### src/rtl/hbp_pkg.sv
// ----------------------------------------------------------------------------
// hbp_pkg
// Shared types, register map and counter helpers for the hybrid predictor.
// ----------------------------------------------------------------------------
package hbp_pkg;

    localparam int APB_AW = 5;

    localparam logic [2:0] REG_MODE         = 3'd0;
    localparam logic [2:0] REG_BIMODAL_BITS = 3'd1;
    localparam logic [2:0] REG_GSHARE_BITS  = 3'd2;
    localparam logic [2:0] REG_HISTORY_BITS = 3'd3;
    localparam logic [2:0] REG_CHOOSER_BITS = 3'd4;

    localparam logic [1:0] MODE_BIMODAL = 2'd0;
    localparam logic [1:0] MODE_GSHARE  = 2'd1;
    localparam logic [1:0] MODE_HYBRID  = 2'd2;

    localparam logic [1:0] CTR_MAX         = 2'd3;
    localparam logic [1:0] CTR_MIN         = 2'd0;
    localparam logic [1:0] CTR_WEAK_TAKEN  = 2'd2;
    localparam logic [1:0] CTR_FAVOR_BIMOD = 2'd1;

    localparam logic [1:0] RST_MODE      = MODE_BIMODAL;
    localparam logic [3:0] RST_BIMOD_BITS = 4'd12;
    localparam logic [3:0] RST_GSH_BITS   = 4'd12;
    localparam logic [3:0] RST_HIST_BITS  = 4'd8;
    localparam logic [3:0] RST_CHS_BITS   = 4'd12;

    typedef struct packed {
        logic [1:0] mode;
        logic [3:0] bimodal_index_bits;
        logic [3:0] gshare_index_bits;
        logic [3:0] history_bits;
        logic [3:0] chooser_index_bits;
    } t_cfg;

    function automatic logic [1:0] f_train(input logic [1:0] ctr, input logic up);
        logic [1:0] res;
        res = ctr;
        if (up) begin
            if (ctr != CTR_MAX) res = ctr + 2'd1;
        end else begin
            if (ctr != CTR_MIN) res = ctr - 2'd1;
        end
        return res;
    endfunction

endpackage

### src/rtl/hbp_index.sv
// ----------------------------------------------------------------------------
// hbp_index
// Table index hashing and the global history register.
// ----------------------------------------------------------------------------
module hbp_index #(
    parameter int BI_W = 12,
    parameter int GI_W = 12,
    parameter int CI_W = 12
) (
    input  logic            i_clk,
    input  logic            i_rst_n,
    input  hbp_pkg::t_cfg   i_cfg,
    input  logic            i_accept,
    input  logic [31:0]     i_addr,
    input  logic            i_taken,
    output logic [BI_W-1:0] o_bi,
    output logic [GI_W-1:0] o_gi,
    output logic [CI_W-1:0] o_ci
);

    localparam int BB_W = $clog2(BI_W + 1);
    localparam int GB_W = $clog2(GI_W + 1);
    localparam int CB_W = $clog2(CI_W + 1);

    logic [GI_W-1:0] r_hist;
    logic [GI_W-1:0] n_hist;
    logic [29:0]     word_addr;
    logic [BB_W-1:0] bb;
    logic [GB_W-1:0] gb;
    logic [GB_W-1:0] hb;
    logic [CB_W-1:0] cb;
    logic [GB_W-1:0] shamt;
    logic [BI_W-1:0] bmask;
    logic [GI_W-1:0] gmask;
    logic [GI_W-1:0] hmask;
    logic [CI_W-1:0] cmask;
    logic [GI_W-1:0] hist;
    logic [GI_W-1:0] hist_sh;
    logic            hist_upd;

    assign word_addr = i_addr[31:2];

    always_comb begin
        if (int'(i_cfg.bimodal_index_bits) > BI_W) bb = BB_W'(BI_W);
        else                                       bb = BB_W'(i_cfg.bimodal_index_bits);
        if (int'(i_cfg.gshare_index_bits) > GI_W)  gb = GB_W'(GI_W);
        else                                       gb = GB_W'(i_cfg.gshare_index_bits);
        if (int'(i_cfg.chooser_index_bits) > CI_W) cb = CB_W'(CI_W);
        else                                       cb = CB_W'(i_cfg.chooser_index_bits);
        if (int'(i_cfg.history_bits) > int'(gb))   hb = gb;
        else                                       hb = GB_W'(i_cfg.history_bits);
    end

    always_comb begin
        for (int j = 0; j < BI_W; j++) bmask[j] = (j < int'(bb));
        for (int j = 0; j < GI_W; j++) gmask[j] = (j < int'(gb));
        for (int j = 0; j < GI_W; j++) hmask[j] = (j < int'(hb));
        for (int j = 0; j < CI_W; j++) cmask[j] = (j < int'(cb));
    end

    assign hist  = r_hist & hmask;
    assign shamt = gb - hb;

    assign o_bi = word_addr[BI_W-1:0] & bmask;
    assign o_ci = word_addr[CI_W-1:0] & cmask;
    assign o_gi = ((hist << shamt) ^ word_addr[GI_W-1:0]) & gmask;

    // newest outcome enters at the top of the active history window
    assign hist_sh = hist >> 1;
    always_comb begin
        for (int j = 0; j < GI_W; j++) begin
            n_hist[j] = (j + 1 == int'(hb)) ? i_taken : hist_sh[j];
        end
    end

    assign hist_upd = i_accept && (hb != '0)
                      && (i_cfg.mode == hbp_pkg::MODE_GSHARE
                          || i_cfg.mode == hbp_pkg::MODE_HYBRID);

    always_ff @(posedge i_clk) begin
        if (!i_rst_n) begin
            r_hist <= '0;
        end else if (hist_upd) begin
            r_hist <= n_hist;
        end
    end

endmodule

### config.mk
export PLATFORM = sky130hd
export DESIGN_NAME = hbp_index
export DESIGN_NICKNAME = d
export VERILOG_FILES = /design/src/rtl/hbp_pkg.sv /design/src/rtl/hbp_index.sv
export SDC_FILE = /design/constraint.sdc
export NUM_CORES = 1
export LEC_CHECK = 0
export ABC_AREA = 1
export BUFFER_PORTS_ARGS = -buffer_cell sky130_fd_sc_hd__clkbuf_2
export CAP_MARGIN = 20
export CORE_UTILIZATION = 30
export DETAILED_ROUTE_END_ITERATION = 7
export PLACE_DENSITY = 0.59
export SLEW_MARGIN = 20
export SYNTH_ARGS = -nofsm -noshare
export SYNTH_HDL_FRONTEND = slang
export SYNTH_SLANG_ARGS = --single-unit
### constraint.sdc
create_clock -name i_clk -period 9.53 [get_ports i_clk]
set_input_delay 2.3825 -clock i_clk [delete_from_list [all_inputs] [get_ports i_clk]]
set_output_delay 2.3825 -clock i_clk [all_outputs]
set_load 0.02 [all_outputs]
==> summary.txt <==
Global routing
  • Grt ovf: 0
  • First-pass GRT wire length: 10700 um
  • Vias in the first global route: 2321
  • Gr usage total: 17.6%
  • Largest net degree at the start of global routing: 16
  • Initial antenna violation count: 0

Timing
  • Rel. slew slack: 61.4%
  • Fmax: 124 MHz
  • Skew final: 0.00121 ns
  • Final hold viol count: 0
  • # setup viols final: 0
  • RSZ-0062 raised after global routing: false
  • Worst slew pin tran: 0.576 ns
  • Max Slew Vio Count: 0
  • Fin crit share: 84.3%
  • Final setup TNS: 0 ns
  • Post-layout min period: 8.03 ns

Detailed routing
  • Final wirelength: 6570 um
  • Vias per inst: 5.06
  • Drt wl/cell: 12.2 um
  • First-pass DRT Iterations: 5
  • First DRT Iteration DRCs: 145
  • Drc violations: 0
  • Vias: 2726
  • Routed Antenna Nets: 0

Logic synthesis
  • Count leader, synth: nand2_1
  • Top cells by count, synth: nand2_1, nand3_1, inv_1, nor2_1, a21oi_1
  • Synth Area in XOR/XNOR: 1.58%
  • Largest family of logic cells by synthesized area: simple AND/OR/NAND/NOR gates
  • Top_reg_cell synth: dfxtp_1
  • Syn. warnings: 0
  • Area share of the largest cell type after synthesis: 15.5%
  • Async set or reset register ratio after synthesis: 0%
  • Adder-Cell Fraction of Synth Area: 4.11%
  • Synthesized area: 2130 um2
  • Syn_area_per_cell: 5.55 um2
  • Simple-gate share of the synthesized area: 50.9%
  • Yosys reg bits: 12
  • Area contributors post-synth: nand2_1, nand3_1, dfxtp_1
  • Post-synthesis sequential area ratio: 11.3%
  • Unique cell type count in the Yosys netlist: 34
  • Cell taking the most area after synthesis: nand2_1
  • Multiplexer area fraction after synthesis: 0%
  • Compound-Gate Fraction of Synth Area: 17.4%
  • Post-Syn Nets: 445
  • Number of synthesized flops with an enable pin: 0
  • Post-Synthesis Cells: 384

CTS
  • CTS buffer count: 3
  • Hold-fix buffers, CTS: 0
  • Root buffer cell: clkbuf_8
  • Post-CTS sizing: 0
  • Clock slew at reported path FFs: 0.05 ns
  • Htree depth: 1
  • Clk sinks: 12
  • Later-pin clock latency in the skew report: 0.24 ns
  • Max Root-Sink Buffers: 2
  • CTS tree: yes
  • Postcts setup bufs: 0

Critical path
  • Critical Path Fanout Max: 12
  • Crit Path Category: input port to output port
  • CP Capture Type: output port
  • Worst Path Buf+Inv: 7
  • Delay-heaviest family, CP: simple AND/OR/NAND/NOR gates
  • Most frequent cell on the critical path: nand2_1
  • Crit path launch type: input port
  • CP max stage delay: 0.46 ns
  • Critical path's slowest cell: xnor2_2
  • Required @ worst endpoint: 7.15 ns
  • Arr. time, crit path: 5.65 ns

Layout
  • Layout Cells excl Fill: 539
  • Regs by FF count: r_hist (12)
  • Ratio of cells with drive above 1 in the final layout: 23.7%
  • # fillers: 799
  • Fin util: 37.4%
  • Max FFs per register: 12
  • Layout area overhead: 19.8%
  • Top register by number of flip-flops: r_hist
  • Final #Nets: 506
  • Ant. Diodes: 0

Placement
  • GPL Wtd Cong: 0.970
  • Placed cells: 536
  • # port buffers: 69
  • Post-DP HPWL: 5450 um

Floorplan
  • Core Box Area: 6830 um2
  • Die height: 86.3 um
  • Die width: 86.3 um
  • IO Pins: 90
  • Initial core utilization: 31.2%
  • Rows: 30
  • Die Area: 7450 um2

Power
  • Worst VDD drop: 0.0527 mV
  • Power per Cell Area: 135 nW/um2
  • Lkg Pwr: 1.34 nW

Flow run
  • Max cap viols: 0

Outcome
  • Status: completed

Min path
  • Hold/Removal Path Class: flop to flop
==> worst min-delay path, delay by kind of cell (launching register included) <==
family | cells | cell delay, ns
flops | 1 | 0.29
compound gates | 1 | 0.06
buf+inv | 1 | 0.06
==> routing by layer <==
metal,global-route usage [%],part of all wire (%)
met2,28.8,46
met4,2.73,0.61
met3,1.52,4.3
met5,0,0
met1,25.4,49
==> stage by stage <==
step | cell area, um2 | setup WS [ns] | power [mW] | hold slack [ns]
3_5_place_dp | 2510 | 1.57 | 0.297 | 0.452
3_3_place_gp | 2510 | 1.59 | 0.295 | 0.447
2_1_floorplan | 2130 | 2.04 | 0.248 | 0.429
5_1_grt | 2550 | 1.17 | 0.377 | 0.475
4_1_cts | 2550 | 1.56 | 0.344 | 0.461
6_report | 2550 | 1.50 | 0.345 | 0.460
==> worst paths after layout <==
check	cells past startpoint	startpoint	to	slack, ns
max reg2reg	6	r_hist[4]$_SDFFE_PN0P_	r_hist[3]$_SDFFE_PN0P_	8.54
min reg2reg	2	r_hist[3]$_SDFFE_PN0P_	r_hist[3]$_SDFFE_PN0P_	0.46
max	27	i_cfg[11]	o_gi[10]	1.50
min	2	r_hist[3]$_SDFFE_PN0P_	r_hist[3]$_SDFFE_PN0P_	0.46
==> cell type report <==
class,count,area [um2],area share [%]
repair buffers,69,345,13.5
flip-flops and latches,12,240,9.41
well taps,96,120,4.70
multi-input cells,298,1580,61.8
inverters,61,229,8.97
clock buffers,3,41.3,1.62
==> placed cells by master, fill, tap and decap left out, types with 2 or more instances in the layout <==
cell type and instances:
nor3_1 11, a21oi_1 19, o21ai_1 5, nand4_1 10, nand3_1 63, nor2_1 30
a31oi_1 5, xor2_1 2, nand2_1 88, o31ai_1 2, dfxtp_1 12, clkbuf_2 69
nand2_2 12, inv_2 4, a21oi_2 3, nand2_4 4, clkbuf_8 3, inv_1 57
nor2_2 3, ha_1 7, a211oi_1 10, nand3_2 2, nor2_4 3, o21ai_0 12
==> where the power goes <==
group	internal [mW]	switching (mW)	total, mW
Sequential	0.0547	0.00296	0.0577
Clock	0.0278	0.0175	0.0452
Combinational	0.0741	0.168	0.242
Total	0.157	0.188	0.345
==> logic make-up (layout without fill, tap and decap cells) <==
family | Yosys count | in the layout
fa+ha+maj | 7 | 7
flops | 12 | 12
buf+inv | 74 | 133
xor+xnor | 3 | 3
compound gates | 61 | 61
simple gates | 227 | 227
No activity file was read; power rests on OpenSTA's default activity.
