$ cat config.mk
export PLATFORM = sky130hd
export DESIGN_NAME = hbp_regs
export DESIGN_NICKNAME = d
export VERILOG_FILES = /design/src/rtl/hbp_pkg.sv /design/src/rtl/hbp_regs.sv
export SDC_FILE = /design/constraint.sdc
export NUM_CORES = 1
export LEC_CHECK = 0
export BUFFER_PORTS_ARGS = -buffer_cell sky130_fd_sc_hd__clkbuf_2
export CAP_MARGIN = 20
export CORE_MARGIN = 2
export CORE_UTILIZATION = 42
export CTS_CLUSTER_SIZE = 24
export DETAILED_ROUTE_END_ITERATION = 10
export GPL_ROUTABILITY_DRIVEN = 0
export PLACE_DENSITY = 0.84
export RECOVER_POWER = 25
export SETUP_SLACK_MARGIN = 0.1
export SYNTH_ARGS = -nofsm -noshare
export SYNTH_HDL_FRONTEND = slang
export SYNTH_SLANG_ARGS = --single-unit
$ cat constraint.sdc
create_clock -name i_clk -period 1.45 [get_ports i_clk]
set_input_delay 0 -clock i_clk [delete_from_list [all_inputs] [get_ports i_clk]]
set_output_delay 0 -clock i_clk [all_outputs]
set_load 0.02 [all_outputs]
$ cat src/rtl/hbp_pkg.sv
// ----------------------------------------------------------------------------
// hbp_pkg
// Shared types, register map and counter helpers for the hybrid predictor.
// ----------------------------------------------------------------------------
package hbp_pkg;

    localparam int APB_AW = 5;

    localparam logic [2:0] REG_MODE         = 3'd0;
    localparam logic [2:0] REG_BIMODAL_BITS = 3'd1;
    localparam logic [2:0] REG_GSHARE_BITS  = 3'd2;
    localparam logic [2:0] REG_HISTORY_BITS = 3'd3;
    localparam logic [2:0] REG_CHOOSER_BITS = 3'd4;

    localparam logic [1:0] MODE_BIMODAL = 2'd0;
    localparam logic [1:0] MODE_GSHARE  = 2'd1;
    localparam logic [1:0] MODE_HYBRID  = 2'd2;

    localparam logic [1:0] CTR_MAX         = 2'd3;
    localparam logic [1:0] CTR_MIN         = 2'd0;
    localparam logic [1:0] CTR_WEAK_TAKEN  = 2'd2;
    localparam logic [1:0] CTR_FAVOR_BIMOD = 2'd1;

    localparam logic [1:0] RST_MODE      = MODE_BIMODAL;
    localparam logic [3:0] RST_BIMOD_BITS = 4'd12;
    localparam logic [3:0] RST_GSH_BITS   = 4'd12;
    localparam logic [3:0] RST_HIST_BITS  = 4'd8;
    localparam logic [3:0] RST_CHS_BITS   = 4'd12;

    typedef struct packed {
        logic [1:0] mode;
        logic [3:0] bimodal_index_bits;
        logic [3:0] gshare_index_bits;
        logic [3:0] history_bits;
        logic [3:0] chooser_index_bits;
    } t_cfg;

    function automatic logic [1:0] f_train(input logic [1:0] ctr, input logic up);
        logic [1:0] res;
        res = ctr;
        if (up) begin
            if (ctr != CTR_MAX) res = ctr + 2'd1;
        end else begin
            if (ctr != CTR_MIN) res = ctr - 2'd1;
        end
        return res;
    endfunction

endpackage

$ cat src/rtl/hbp_regs.sv
// ----------------------------------------------------------------------------
// hbp_regs
// APB configuration registers: mode and table/history widths.
// ----------------------------------------------------------------------------
module hbp_regs (
    input  logic                       i_clk,
    input  logic                       i_rst_n,
    input  logic                       psel,
    input  logic                       penable,
    input  logic                       pwrite,
    input  logic [hbp_pkg::APB_AW-1:0] paddr,
    input  logic [31:0]                pwdata,
    output logic [31:0]                prdata,
    output logic                       pready,
    output hbp_pkg::t_cfg              o_cfg
);

    hbp_pkg::t_cfg r_cfg;
    logic [2:0]    reg_idx;
    logic          wr_en;

    assign reg_idx = paddr[4:2];
    assign wr_en   = psel && penable && pwrite;
    assign pready  = 1'b1;

    always_ff @(posedge i_clk) begin
        if (!i_rst_n) begin
            r_cfg.mode               <= hbp_pkg::RST_MODE;
            r_cfg.bimodal_index_bits <= hbp_pkg::RST_BIMOD_BITS;
            r_cfg.gshare_index_bits  <= hbp_pkg::RST_GSH_BITS;
            r_cfg.history_bits       <= hbp_pkg::RST_HIST_BITS;
            r_cfg.chooser_index_bits <= hbp_pkg::RST_CHS_BITS;
        end else if (wr_en) begin
            unique case (reg_idx)
                hbp_pkg::REG_MODE:         r_cfg.mode               <= pwdata[1:0];
                hbp_pkg::REG_BIMODAL_BITS: r_cfg.bimodal_index_bits <= pwdata[3:0];
                hbp_pkg::REG_GSHARE_BITS:  r_cfg.gshare_index_bits  <= pwdata[3:0];
                hbp_pkg::REG_HISTORY_BITS: r_cfg.history_bits       <= pwdata[3:0];
                hbp_pkg::REG_CHOOSER_BITS: r_cfg.chooser_index_bits <= pwdata[3:0];
                default: ;
            endcase
        end
    end

    always_comb begin
        unique case (reg_idx)
            hbp_pkg::REG_MODE:         prdata = {30'd0, r_cfg.mode};
            hbp_pkg::REG_BIMODAL_BITS: prdata = {28'd0, r_cfg.bimodal_index_bits};
            hbp_pkg::REG_GSHARE_BITS:  prdata = {28'd0, r_cfg.gshare_index_bits};
            hbp_pkg::REG_HISTORY_BITS: prdata = {28'd0, r_cfg.history_bits};
            hbp_pkg::REG_CHOOSER_BITS: prdata = {28'd0, r_cfg.chooser_index_bits};
            default:                   prdata = 32'd0;
        endcase
    end

    assign o_cfg = r_cfg;

endmodule

==> summary.md, run 1 <==
| Metric | Value |
|---|---|
| First-pass DRT Iterations | 4 |
| Pwr dens | 786 mW/mm2 |
| Count of cell types in the netlist | 20 |
| Vias in the first global route | 748 |
| Antenna Nets Post-Route | 0 |
| WL final | 2190 um |
| Final Core Density | 0.463 |
| IO Pins | 93 |
| Max-cap violations | 0 |
| Number of vias per cell | about 4.5 |
| Max Root-Sink Buffers | 2 |
| Vias | 843 |
| Mapped Cells | 125 |
| Switching Share | 0.294 |
| Comb pwr share | 0.190 |
| Root Buffer | clkbuf_4 |
| Share of cells above drive strength 1 | 0.297 |
| CTS buffer count | 3 |
| Worst min path class | in2reg |
| Reg2Reg Launch Point | o_cfg[11] |
| First-pass GRT wire length | 3550 um |
| Starting DRT DRC Count | 5 |
| Min-delay src | pwdata[3] |
| CP Max Fanout | 3 |
| Static leakage | 0.626 nW |
| Yosys reg bits | 18 |
| Fin area | 0.00126 mm2 |
| Fin nets | 201 |
| Tcrit/Tclk final | 0.891 |
| Final setup fails | 0 |
| Die ar. | 0.00328 mm2 |
| Initial antenna violation count | 0 |
| Largest net degree at the start of global routing | 15 |
| Pwr Total | roughly 1000 uW |
| Die width | 57.3 um |
| Most common cell after layout, fill and taps aside | clkbuf_2 |
| Hold slack | 15.5 ps |
| Int Pwr | ~700 uW |
| Remaining routing DRC violations | 0 |
| Synthesized area per cell | 9.53 um2 |
| H-tree depth | 1 |
| Post-CTS setup buffers | 0 |
| Clk pwr share | 0.307 |
| WP data arrival | between 1000 and 1500 ps |
| CP Launch Type | flip-flop |
| Setup_tns | 0 ps |
| Synth Warn # | 0 |
| WP data required | approximately 1500 ps |
| Fmax achieved | 774 MHz |
| Skew final | 0 ps |
| Setup WS post-layout | 159 ps |
| Number of flip-flops in the largest register | 18 |
| Register share of total power | 0.504 |
| WL per Instance | between 10 and 15 um |
| Most frequent cells in the layout | clkbuf_2 (30), conb_1 (29), mux2i_1 (22) |
| I/O Buffers | 33 |
| Switching power | 293 uW |
| Worst-skew pair later-pin latency | ~290 ps |
| CP endpoint kind | output port |
| Placed instance area | approximately 0.0013 mm2 |
| Inst Count DP | roughly 180 |
| Synth-to-Final Area Change | 6.20% |
| Placement row count | 19 |
| RSZ-0062 raised after global routing | false |
| Pre-CTS WS | 403 ps |
| Initial Util | 0.436 |
| Slew Limit Fails | 0 |
| Tot GR Track Use | 0.134 |
| Critical path startpoint | o_cfg[15] |
| Non-filler cells, final | 189 |
| TritonCTS clock tree | built |
| WS Path Type | reg2out |
| Maximum vdd drop | 0.647 mV |
| Chip height | 57.3 um |
| Final number of hold-violating endpoints | 0 |
| Clock sinks | 18 |
| Sequential area share after synthesis | 0.303 |
| Mapped Area | 0.00119 mm2 |
| Final min period | around 1300 ps |
| Outcome | completed |
| Overflow after GRT | 0 |
| Hpwl dp | roughly 1700 um |
| Reg clk slew, reported paths | 100 ps |
| Diode count | 0 |
| Core ar. | 0.00273 mm2 |
worst paths after layout:
path / endpoint / slack, ps / cells after the start
worst max-delay path: prdata[3] / 160 / 4
worst min-delay path: o_cfg[11] / 20 / 3
worst max register to register: o_cfg[11] / 800 / 2
worst min register to register: o_cfg[6] / 470 / 2
worst max-delay path, cell delays in order (launching register included):
cell and delay [ps]:
dfxtp_2 340, mux2_2 260, a22oi_1 150, o21ai_1 80
buf_2 170
layout make-up:
| type | count | area (um2) |
|---|---|---|
| Clock buffer | 4 | 36.3 |
| Fill cell | 273 | 1470 |
| Multi-Input combinational cell | 100 | 634 |
| Sequential cell | 18 | 364 |
| Tap cell | 31 | 38.8 |
| Timing Repair Buffer | 36 | 191 |
synth_stat cells:
cell type / count / share of area
nand4_4: 1 / 0.018
clkbuf_1: 2 / 0.0063
buf_6: 2 / 0.019
mux2_2: 2 / 0.019
mux2i_1: 22 / 0.18
conb_1: 2 / 0.0063
nor2b_1: 10 / 0.053
nand2_1: 17 / 0.054
and4b_2: 1 / 0.0095
buf_4: 30 / 0.19
a22oi_1: 2 / 0.013
nor2_1: 1 / 0.0031
o21ai_0: 6 / 0.025
nor3_4: 1 / 0.014
dfxtp_1: 18 / 0.30
nand3b_4: 2 / 0.034
nor3b_4: 1 / 0.016
nand3b_1: 2 / 0.013
nor3b_2: 1 / 0.011
o21a_1: 2 / 0.013
per-layer routing:
layer  global-route usage  vias up  part of all wire
li1                     -      424                 -
met1                0.187      377              0.46
met2                0.222       42              0.48
met3               0.0181        0             0.062
met4               0.0299        0                 0
met5                    0        -                 0
what timing repair did:
item | CTS | global route
hold endpoints to repair | 1 | 0
gates resized for setup | 0 | 9
endpoints found under the setup margin | 0 | 2
hold buffers | 1 | 0
cells by family (layout without fill, tap and decap cells):
kind of cell    after synthesis  after routing  synth area share
simple gates                 37             37             0.223
buf+inv                      34             40             0.214
mux                          24             24             0.204
flops                        18             18             0.303
compound gates               10             10            0.0504
other cells                   2             29           0.00630
power by group through the flow:
stage          clock [mW]  combinational [mW]  sequential [mW]
2_1_floorplan           0               0.204            0.516
3_3_place_gp            0               0.189            0.512
3_5_place_dp            0               0.191            0.512
4_1_cts             0.310               0.193            0.501
5_1_grt             0.333               0.204            0.502
6_report            0.305               0.189            0.501
Note: power is estimated with default switching activity, not from simulation.
==> inputs of run 2 (changes only) <==
ABC_AREA = 1   (was unset)
==> summary.md, run 2 <==
| Metric | Value |
|---|---|
| Outcome | completed |
| Largest family of logic cells by synthesized area | simple AND/OR/NAND/NOR gates |
| R2r worst-path depth | 2 |
| Final number of hold-violating endpoints | 0 |
| WP data required | 1450 ps |
| Synth Area in Adders | 0 |
| Antenna Nets Post-Route | 0 |
| Remaining routing DRC violations | 0 |
| Maximum vdd drop | 0.579 mV |
| Final min period | around 1200 ps |
| Post-synth EDFFs | 0 |
| Post-synthesis mux area share | 0 |
| Clock sinks | 18 |
| Commonest cells in the netlist | nand2_1 (57), buf_4 (30), nor2_1 (30) |
| Share of cells above drive strength 1 | 0.179 |
| Tot GR Track Use | 0.146 |
| Starting DRT DRC Count | 19 |
| WS Path Type | in2out |
| Sequential area share after synthesis | 0.308 |
| Worst-skew pair later-pin latency | a little under 300 ps |
| CP Max Fanout | 7 |
| Min-delay src | pwdata[1] |
| Overflow after GRT | 0 |
| Hold slack | roughly 84 ps |
| Diode count | 0 |
| Final setup fails | 0 |
| Worst min path class | in2reg |
| Vias | between 1000 and 1500 |
| Setup_tns | 0 ps |
| Number of vias per cell | 4.52 |
| WP data arrival | about 1200 ps |
| Critical path startpoint | paddr[3] |
| Reg clk slew, reported paths | ~110 ps |
| RSZ-0062 raised after global routing | false |
| Tcrit/Tclk final | 0.809 |
| Synth Flop Type | dfxtp_1 |
| I/O Buffers | 33 |
| Initial antenna violation count | 0 |
| Post-synth top area share | 0.308 |
| Setup WS post-layout | 276 ps |
| Hold path cells | 5 |
| H-tree depth | 1 |
| Count of cell types in the netlist | 15 |
| Synth Warn # | 0 |
| Largest cells by area after synthesis | dfxtp_1 (31%), buf_4 (19%), nand2_1 (18%) |
| Worst setup path endpoint | prdata[2] |
| Max-cap violations | 0 |
| Synth-to-Final Area Change | 8.98% |
| Root Buffer | clkbuf_4 |
| Largest net degree at the start of global routing | 19 |
| CP endpoint kind | output port |
| Most common cell after layout, fill and taps aside | nand2_1 |
| Top-count cell post-synth | nand2_1 |
| Synthesized area per cell | around 6.3 um2 |
| R2r setup slk | 820 ps |
| WL per Instance | 9.80 um |
| RR Endpoint | o_cfg[7] |
| Mapped Area | 0.00117 mm2 |
| Die width | between 50 and 60 um |
| Reg2Reg Launch Point | o_cfg[7] |
| CTS buffer count | 3 |
| Fin nets | roughly 260 |
| Most frequent cells in the layout | nand2_1 (57), nor2_1 (33), clkbuf_2 (32) |
| First-pass GRT wire length | 3700 um |
| Area leader, netlist | dfxtp_1 |
| TritonCTS clock tree | built |
| Compound-gate portion of the synthesized area | 0.00428 |
| Static leakage | 0.714 nW |
| Slew Limit Fails | 0 |
| Pwr dens | 805 mW/mm2 |
| Core ar. | 0.00271 mm2 |
| Fmax achieved | 852 MHz |
| IO Pins | 93 |
| Number of flip-flops in the largest register | 18 |
| Hpwl dp | ~1900 um |
| First-pass DRT Iterations | 5 |
| Yosys reg bits | 18 |
| Initial Util | 0.432 |
| Placement row count | 19 |
| Vias in the first global route | 919 |
| Pre-CTS WS | 367 ps |
| Post-synth ARST share | 0 |
| XOR/XNOR share of the synthesized area | 0 |
| Mapped Cells | between 150 and 200 |
| Simple-Gate Fraction of Synth Area | 0.429 |
| Chip height | around 57 um |
| WL final | approximately 2400 um |
| Die ar. | 0.00322 mm2 |
| Skew final | 0 ps |
| CP Launch Type | primary input |
| Fillers | ~300 |
| Max Root-Sink Buffers | 2 |
==> run 2: changes by cell type after synthesis, moves of 4 or more <==
| cell | before | now |
|---|---|---|
| o21ai_0 | 6 | 1 |
| nand3_1 | 0 | 23 |
| nor2b_1 | 10 | 0 |
| inv_1 | 0 | 11 |
| nand4_1 | 0 | 4 |
| nor2_1 | 1 | 30 |
| mux2i_1 | 22 | 0 |
| nand2_1 | 17 | 57 |
==> run 2: stage by stage <==
stage / power [mW] / util / std cells / area, um2
floorplan: 0.731 / - / 212 / 1270
global route: 1.07 / 0.470 / 249 / 1270
CTS: 1.03 / 0.476 / 249 / 1290
detailed placement: 0.715 / 0.455 / 243 / 1230
global placement: 0.713 / 0.455 / 243 / 1230
finish: 1.03 / 0.470 / 249 / 1270
==> run 2: kinds of logic after synthesis <==
group | Yosys count
compound gates | 1
flops | 18
buf+inv | 46
other cells | 2
simple gates | 118
==> run 2: cell type report <==
cell class	instances	area, um2	area share
clock buffers	4	36.3	0.0285
inverters	12	45.0	0.0353
multi-input cells	148	603	0.473
flip-flops and latches	18	360	0.283
well taps	31	38.8	0.0304
repair buffers	36	191	0.150
==> run 2: where the power goes <==
group / switching, mW / internal [mW] / total (mW) / leakage (nW)
Combinational: 0.157 / 0.0435 / 0.201 / 0.548
Clock: 0.166 / 0.153 / 0.319 / 0.0210
Sequential: 0.00487 / 0.501 / 0.506 / 0.146
Total: 0.328 / 0.697 / 1.03 / 0.714
==> run 2: how the worst min path moves through the flow <==
| stage | to | slack, ps |
|---|---|---|
| 3_5_place_dp | o_cfg[10] | 280 |
| 4_1_cts | o_cfg[5] | 70 |
| 5_1_grt | o_cfg[4] | 110 |
| 6_report | o_cfg[5] | 80 |
| 3_3_place_gp | o_cfg[10] | 280 |
| 2_1_floorplan | o_cfg[10] | 130 |
==> run 2: timing repair <==
item / 4_1_cts / 5_1_grt
resized for setup: 0 / 0
setup buffers: 0 / 0
setup endpoints to repair: 0 / 0
hold endpoints to repair: 7 / 0
hold buffers: 2 / 0
==> run 2: critical path, stage by stage <==
cell and delay [ps]:
clkbuf_1 300, nand2_1 110, nor2_1 330, nand2_1 100
nand2_1 80, inv_1 30, nand2_1 50, clkbuf_2 160
==> run 2: per-layer routing <==
metal  part of all wire  track usage  wire [um]  up-vias
met5                  0            0          0        -
met4              0.016       0.0764         39        0
met3              0.068       0.0300        167        7
met2               0.49        0.256       1180       47
met1               0.43        0.164       1050      490
li1                   -            -          -      582
==> inputs of run 3 (changes only) <==
ABC_AREA = 0   (was 1)
CORE_UTILIZATION = 39   (was 42)
PLACE_DENSITY = 0.78   (was 0.84)
clock period = 1.1 ns   (was 1.45 ns; I/O delays follow)
==> summary.md, run 3 (synthesis results as in run 1) <==
| Metric | Value |
|---|---|
| Outcome | finished with violations |
| Failing checks | negative setup slack |
| Setup_tns | -498 ps |
| Largest net degree at the start of global routing | 15 |
| Placement row count | 20 |
| CP Max Fanout | 2 |
| CTS buffer count | 3 |
| Worst-skew pair later-pin latency | 290 ps |
| WS Path Type | reg2out |
| Tot GR Track Use | 0.151 |
| Switching Share | 0.304 |
| First-pass DRT Iterations | 4 |
| Max-cap violations | 0 |
| Hold path cells | 3 |
| Fillers | ~290 |
| Pwr dens | 944 mW/mm2 |
| Maximum vdd drop | 0.579 mV |
| Most frequent cells in the layout | conb_1 (29), clkbuf_2 (29), mux2i_1 (22) |
| Placed instance area | 0.00129 mm2 |
| IO Pins | 93 |
| Tcrit/Tclk final | 1.15 |
| Static leakage | 0.752 nW |
| Buf/Inv on CP | 1 |
| Comb pwr share | 0.217 |
| WP data required | 1100 ps |
| Remaining routing DRC violations | 0 |
| WL final | 2500 um |
| Worst min path class | in2reg |
| Non-filler cells, final | 202 |
| Chip height | around 59 um |
| Clock sinks | 18 |
| CP Launch Type | flip-flop |
| Hpwl dp | 1780 um |
| Die ar. | 0.00351 mm2 |
| Final setup fails | 4 |
| Starting DRT DRC Count | 11 |
| I/O Buffers | 33 |
| First-pass GRT wire length | 4110 um |
| Int Pwr | 958 uW |
| Inst Count DP | 189 |
| Pre-CTS WS | ~100 ps |
| R2r worst-path depth | 3 |
| Reg clk slew, reported paths | about 110 ps |
| Fin area | ~0.0015 mm2 |
| Root Buffer | clkbuf_4 |
| Fmax achieved | between 700 and 800 MHz |
| Crit-path leading delay family | flip-flops |
| Crit path depth | 4 |
| Die width | 59.3 um |
| Final min period | about 1300 ps |
| Max Root-Sink Buffers | 2 |
| Final Core Density | 0.490 |
| CP max stage cell | dfxtp_2 |
| Vias in the first global route | 901 |
| Fin nets | 212 |
| CP endpoint kind | output port |
| WL per Instance | 12.4 um |
| Clk pwr share | 0.304 |
| Slew Limit Fails | 0 |
| Crit-path cells | mux2_4, a22oi_2, o21ai_2, clkbuf_8 |
| Synth-to-Final Area Change | 22.5% |
| Register share of total power | 0.479 |
| WP data arrival | 1260 ps |
| Share of cells above drive strength 1 | 0.426 |
| H-tree depth | 1 |
| TritonCTS clock tree | built |
| Diode count | 0 |
| Antenna Nets Post-Route | 0 |
| Core ar. | 0.00298 mm2 |
| Largest stage delay, worst path | 340 ps |
| Setup WS post-layout | -162 ps |
| Skew final | 0 ps |
| Initial Util | 0.400 |
| Final number of hold-violating endpoints | 0 |
| Overflow after GRT | 0 |
| Vias | 944 |
| Switching power | approximately 420 uW |
| Number of vias per cell | 4.67 |
| RSZ-0062 raised after global routing | true |
| Number of flip-flops in the largest register | 18 |
| Initial antenna violation count | 0 |
[run 3: cell types whose count changed in the layout (fill, tap and decap cells not counted), moves of 10 or more]
cell | previous run | this run
nand3_1 | 23 | 0
mux2i_1 | 0 | 22
buf_4 | 1 | 13
inv_1 | 11 | 0
nor2b_1 | 0 | 10
nand2_1 | 57 | 17
nor2_1 | 33 | 1
[run 3: worst register-to-register path, stage by stage (launching register included)]
cell and delay, ps:
dfxtp_2 340, buf_4 130, nor2b_1 130, mux2i_1 80
[run 3: power groups by stage]
stage	clock, mW	sequential [mW]	combinational (mW)
5_1_grt	0.453	0.661	0.322
2_1_floorplan	0	0.680	0.274
6_report	0.419	0.660	0.298
3_3_place_gp	0	0.675	0.263
4_1_cts	0.417	0.660	0.294
3_5_place_dp	0	0.675	0.265
[run 3: layout make-up]
type,instances,area [um2],share of cell area
timing repair buffer,47,308,0.211
tap,33,41.3,0.0283
multi-input combinational,100,702,0.481
sequential,18,372,0.255
clock buffer,4,36.3,0.0249
[run 3: per-stage QoR]
stage          hold WS, ps  total power, mW
2_1_floorplan          142            0.954
3_3_place_gp           254            0.938
3_5_place_dp           267            0.940
4_1_cts               21.4             1.37
5_1_grt               29.1             1.44
6_report              23.2             1.38
[run 3: final timing paths]
| path | from | end | slack, ps |
|---|---|---|---|
| min | pwdata[3] | o_cfg[11] | 20 |
| min reg2reg | o_cfg[12] | o_cfg[12] | 470 |
| max | o_cfg[15] | prdata[3] | -160 |
| max reg2reg | o_cfg[7] | o_cfg[7] | 300 |
[run 3: routing by layer]
| metal | part of all wire | wire length, um | up-vias | GRT usage |
|---|---|---|---|---|
| met5 | 0 | 0 | - | 0 |
| met4 | 0 | 0 | 0 | 0.0357 |
| met3 | 0.065 | 163 | 0 | 0.0175 |
| met2 | 0.50 | 1260 | 53 | 0.272 |
| met1 | 0.43 | 1080 | 439 | 0.191 |
| li1 | - | - | 452 | - |
[run 3: what timing repair did]
item	4_1_cts	5_1_grt
setup buffers	8	0
endpoints found under the hold margin	1	0
gates resized for setup	23	2
endpoints found under the setup margin	4	4
hold buffers	1	0
